### src/rtl/core/msbbr_pkg.sv
// msbbr_pkg: shared types, sizes and command codes for the msb-first bit reader
// used by msbbr_ctrl, msbbr_dp and msb_first_bit_reader; no dependencies
`default_nettype none

package msbbr_pkg;

  // buffer geometry
  localparam int BUF_BYTES = 4096;
  localparam int ADDR_W    = $clog2(BUF_BYTES);
  localparam int CNT_W     = ADDR_W + 1;            // holds 0..BUF_BYTES
  localparam int POS_W     = CNT_W + 3;             // bit position 0..8*BUF_BYTES
  localparam int IDX_W     = CNT_W + 1;             // byte index incl. look-ahead
  localparam int SKIP_W    = (POS_W > 16) ? POS_W : 16;

  // get window: up to 32 bits span at most five bytes
  localparam int MAX_GET   = 32;
  localparam int GET_BYTES = 5;
  localparam int STEP_W    = $clog2(GET_BYTES);

  // command codes
  localparam logic [2:0] CMD_LOAD    = 3'd0;
  localparam logic [2:0] CMD_GET     = 3'd1;
  localparam logic [2:0] CMD_SKIP    = 3'd2;
  localparam logic [2:0] CMD_MARK    = 3'd3;
  localparam logic [2:0] CMD_RESTART = 3'd4;

  typedef struct packed {
    logic [2:0]  cmd;
    logic [7:0]  byte_in;
    logic [5:0]  get_width;
    logic [15:0] skip_count;
  } req_t;

  typedef struct packed {
    logic [31:0] bits_value;
    logic [15:0] bits_skipped;
    logic [15:0] bits_used;
    logic        short_read;
  } rsp_t;

  // controller to datapath commands
  typedef struct packed {
    logic run_simple;   // execute a non-get request at accept
    logic get_load;     // latch get parameters at accept
    logic rd_issue;     // read next byte of the get window
    logic rd_capture;   // shift the previous read byte into the window
    logic get_finish;   // assemble get result and update position
  } dp_cmd_t;

endpackage : msbbr_pkg

`default_nettype wire

### src/rtl/core/msbbr_ctrl.sv
// msbbr_ctrl: request handshake and get sequencing state machine
// depends on msbbr_pkg
`default_nettype none

module msbbr_ctrl
  import msbbr_pkg::*;
(
  input  logic       clk_i,
  input  logic       rst_ni,
  input  logic       start,
  input  logic [2:0] cmd_i,
  output logic       busy,
  output dp_cmd_t    dp_cmd_o
);

  localparam logic [1:0] ST_IDLE = 2'd0;
  localparam logic [1:0] ST_READ = 2'd1;
  localparam logic [1:0] ST_FIN  = 2'd2;

  logic [1:0]        state_q, state_d;
  logic [STEP_W-1:0] step_q, step_d;
  logic              accept;

  assign busy   = (state_q != ST_IDLE);
  assign accept = start && !busy;

  // next state
  always_comb begin
    state_d = state_q;
    step_d  = step_q;
    unique case (state_q)
      ST_IDLE: begin
        if (accept && cmd_i == CMD_GET) begin
          state_d = ST_READ;
          step_d  = '0;
        end
      end
      ST_READ: begin
        if (step_q == STEP_W'(GET_BYTES - 1)) begin
          state_d = ST_FIN;
          step_d  = '0;
        end else begin
          step_d = step_q + STEP_W'(1);
        end
      end
      ST_FIN: begin
        state_d = ST_IDLE;
      end
      default: begin
        state_d = ST_IDLE;
        step_d  = '0;
      end
    endcase
  end

  always_ff @(posedge clk_i or negedge rst_ni) begin
    if (!rst_ni) begin
      state_q <= ST_IDLE;
      step_q  <= '0;
    end else begin
      state_q <= state_d;
      step_q  <= step_d;
    end
  end

  // datapath commands
  always_comb begin
    dp_cmd_o.run_simple = accept && (cmd_i != CMD_GET);
    dp_cmd_o.get_load   = accept && (cmd_i == CMD_GET);
    dp_cmd_o.rd_issue   = (state_q == ST_READ);
    dp_cmd_o.rd_capture = (state_q == ST_READ) && (step_q != '0);
    dp_cmd_o.get_finish = (state_q == ST_FIN);
  end

endmodule : msbbr_ctrl

`default_nettype wire

### config.mk
export PLATFORM = sky130hd
export DESIGN_NAME = msbbr_ctrl
export DESIGN_NICKNAME = d
export VERILOG_FILES = /design/src/rtl/core/msbbr_pkg.sv /design/src/rtl/core/msbbr_ctrl.sv
export SDC_FILE = /design/constraint.sdc
export NUM_CORES = 1
export LEC_CHECK = 0
export ABC_AREA = 0
export BUFFER_PORTS_ARGS = -buffer_cell sky130_fd_sc_hd__buf_2
export CAP_MARGIN = 5
export CELL_PAD_IN_SITES_DETAIL_PLACEMENT = 2
export CELL_PAD_IN_SITES_GLOBAL_PLACEMENT = 2
export CORE_AREA = 2 2 39 41
export DETAILED_ROUTE_END_ITERATION = 8
export DIE_AREA = 0 0 41 43
export GPL_TIMING_DRIVEN = 0
export HOLD_SLACK_MARGIN = 0.06
export PLACE_DENSITY = 0.76
export SLEW_MARGIN = 20
export SYNTH_ARGS = -nofsm -noshare
export SYNTH_HDL_FRONTEND = slang
export SYNTH_SLANG_ARGS = --single-unit
### constraint.sdc
create_clock -name clk_i -period 2.5 [get_ports clk_i]
set_input_delay 0.5 -clock clk_i [delete_from_list [all_inputs] [get_ports clk_i]]
set_output_delay 0.5 -clock clk_i [all_outputs]
set_load 0.02 [all_outputs]
==> results.yml <==
pwr:
  clock_power_share_pct: 18.0
  p_int_mw: 0.2931
  max-vdd-ir-drop_v: 0.0003400
  pwr-share-seq_pct: 29.9
  leakagePower_nw: 0.2075
  power_frac_comb_pct: 52.1
  powerDensity_nw_per_um2: 1257
  switching_share_pct: 44.04
  switchingPower_mw: 0.2307
grt:
  grt_pass1_wl_mm: 1.345
  grt_pass1_vias: 331
  grt_overflow: 0
  grt_max_degree: 9
  grt_use_total_pct: 12.61
  antenna_found_initial: 0
final_layout:
  nNetsFinal: 57
  drive_gt1_share_pct: 35.42
  final_common_cell: "buf_2"
  stdcell_area_um2: 416.7
  antenna_cells: 0
  most-common-layout-cells: "buf_2 (11), dfrtp_1 (5), inv_1 (4)"
  area_growth_syn_to_layout_pct: 36.48
clocking:
  root_buffer: "clkbuf_4"
  clk_latency_ns: 0.24
  cts_buffer_depth: 2
  cts_resized: 0
  htree_levels: 1
  cts_buffers: 3
  cts_hold_buf: 1
  cts_tree: "yes"
  postCtsSetupBuffers: 0
  path_clk_slew_ns: 0.04
  cts.sinks: 5
place:
  gp_congestion: 0.7328
  dp_hpwl_um: 668.6
  placed_cell_area_um2: 380.4
  io_buffers: 11
  dpl_worst_slack_ns: 0.8380
critical_path:
  crit_fanout: 8
  reg2reg_setup_slack_ns: 1.33
  critPathCaptureType: "output pin"
  required_ns: 2.00
  critPathKind: "register to output pin"
  start_kind: "register"
  crit_arrival_ns: 1.38
detailed_routing:
  drcViolationCount: 0
  finalWirelength_um: 800
  wl_per_cell_um: 12.50
  vias_per_cell: 4.609
  routed-via-count: 295
  ant_nets: 0
  first_iter_violations: 0
  first_pass_iters: 1
flow_run:
  drv_cap: 0
synth:
  syn_area_um2: 305.3
  yosysWarnings: 0
  synth_nets: 40
  avgSynthCellArea_um2: 9.540
  synth-seq-area-share_pct: 40.98
  synth.distinct_cells: 17
  synthCells: 32
  ys_ff_latch: 5
timing:
  skew_ns: 0.001514
  max_freq_mhz: 531.0
  final-hold-violation-count: 0
  setup_viol: 0
  timing.final.ws_setup_ns: 0.6167
  maxSlewHeadroom_pct: 83.62
  tns_ns: 0
  fin_crit_ns: 1.883
  drv_slew: 0
  post-route-period-util_pct: 75.33
  rsz0062_at_grt: "false"
  tightest_slew_ns: 0.2457
floorplan:
  die_area_um2: 1763
  start_util_pct: 22.06
  fp.dieW_um: 41
  io_pins: 12
  fp-row-count: 14
  core_area_um2: 1384
  chipHeight_um: 43
hold_path:
  hold_path_class: "register to register"
outcome:
  outcome: "finished clean"
[synth_stat cells]
| master | count | area, um2 |
|---|---|---|
| o32ai_1 | 1 | 8.760 |
| nand2_1 | 1 | 3.750 |
| a311oi_1 | 1 | 8.760 |
| dfrtp_1 | 5 | 125.1 |
| buf_4 | 1 | 7.510 |
| inv_1 | 4 | 15.01 |
| nand4bb_1 | 1 | 11.26 |
| nand3_1 | 2 | 10.01 |
| nor2b_1 | 1 | 6.260 |
| nor3b_1 | 2 | 15.01 |
| a21oi_1 | 3 | 15.01 |
| or2_4 | 1 | 8.760 |
| nor3b_2 | 1 | 12.51 |
| nor2_1 | 3 | 11.26 |
| ha_1 | 2 | 25.02 |
| o31ai_1 | 2 | 15.01 |
| nand2b_1 | 1 | 6.260 |
[stage by stage]
stage	utilization (%)	power (mW)	hold slack, ns	std cells
global route	30.11	0.5803	0.5579	64
global placement	27.49	0.4252	0.3140	59
detailed placement	27.49	0.4366	0.3187	59
floorplan	-	0.3495	0.2044	32
CTS	30.11	0.5345	0.5052	64
finish	30.11	0.5237	0.4973	64
[worst paths after layout]
path / start / cells after the start / to
max in group asynchronous: rst_ni / 2 / state_q[0]$_DFFE_PN0P_
min in group asynchronous: rst_ni / 2 / step_q[2]$_DFFE_PN0P_
hold / removal: state_q[1]$_DFFE_PN0P_ / 1 / state_q[0]$_DFFE_PN0P_
setup reg to reg: step_q[0]$_DFFE_PN0P_ / 5 / step_q[2]$_DFFE_PN0P_
setup / recovery: state_q[0]$_DFFE_PN0P_ / 3 / dp_cmd_o[4]
hold reg to reg: state_q[1]$_DFFE_PN0P_ / 1 / state_q[0]$_DFFE_PN0P_
[registers in the layout, indices dropped and copies added, names as in the netlist]
signal   cells
step_q       3
state_q      2
[cells by family (layout without fill, tap and decap cells)]
logic type	Yosys count	count (layout)	synth area share, %
simple gates	13	13	27.87
buf+inv	5	21	7.377
flops	5	5	40.98
compound gates	7	7	15.57
fa+ha+maj	2	2	8.195
[cell type report]
| class | count | area, um2 |
|---|---|---|
| repair buffers | 12 | 65.06 |
| multi-input cells | 22 | 157.7 |
| inverters | 4 | 15.01 |
| flip-flops and latches | 5 | 125.1 |
| fillers | 170 | 967.2 |
| plain buffers | 1 | 7.507 |
| well taps | 16 | 20.02 |
| clock buffers | 4 | 26.28 |
[per-layer routing]
layer	GRT usage [%]	up-vias	part of all wire (%)
met4	14.00	0	3.1
met1	11.44	134	42
met2	19.69	13	49
met3	3.141	3	6.0
met5	0	-	0
li1	-	145	-
[power by group through the flow]
stage / Sequential [mW] / Clock, mW / Combinational (mW)
global placement: 0.157 / 0 / 0.269
detailed placement: 0.159 / 0 / 0.277
finish: 0.157 / 0.0941 / 0.273
global route: 0.164 / 0.101 / 0.315
CTS: 0.158 / 0.0968 / 0.280
floorplan: 0.145 / 0 / 0.204
[worst max-delay path, cell delays in order, from the launching register on]
cell	delay (ns)
dfrtp_1	0.45
or2_4	0.29
nor3b_1	0.20
buf_2	0.20
No activity file was read; power rests on OpenSTA's default activity.
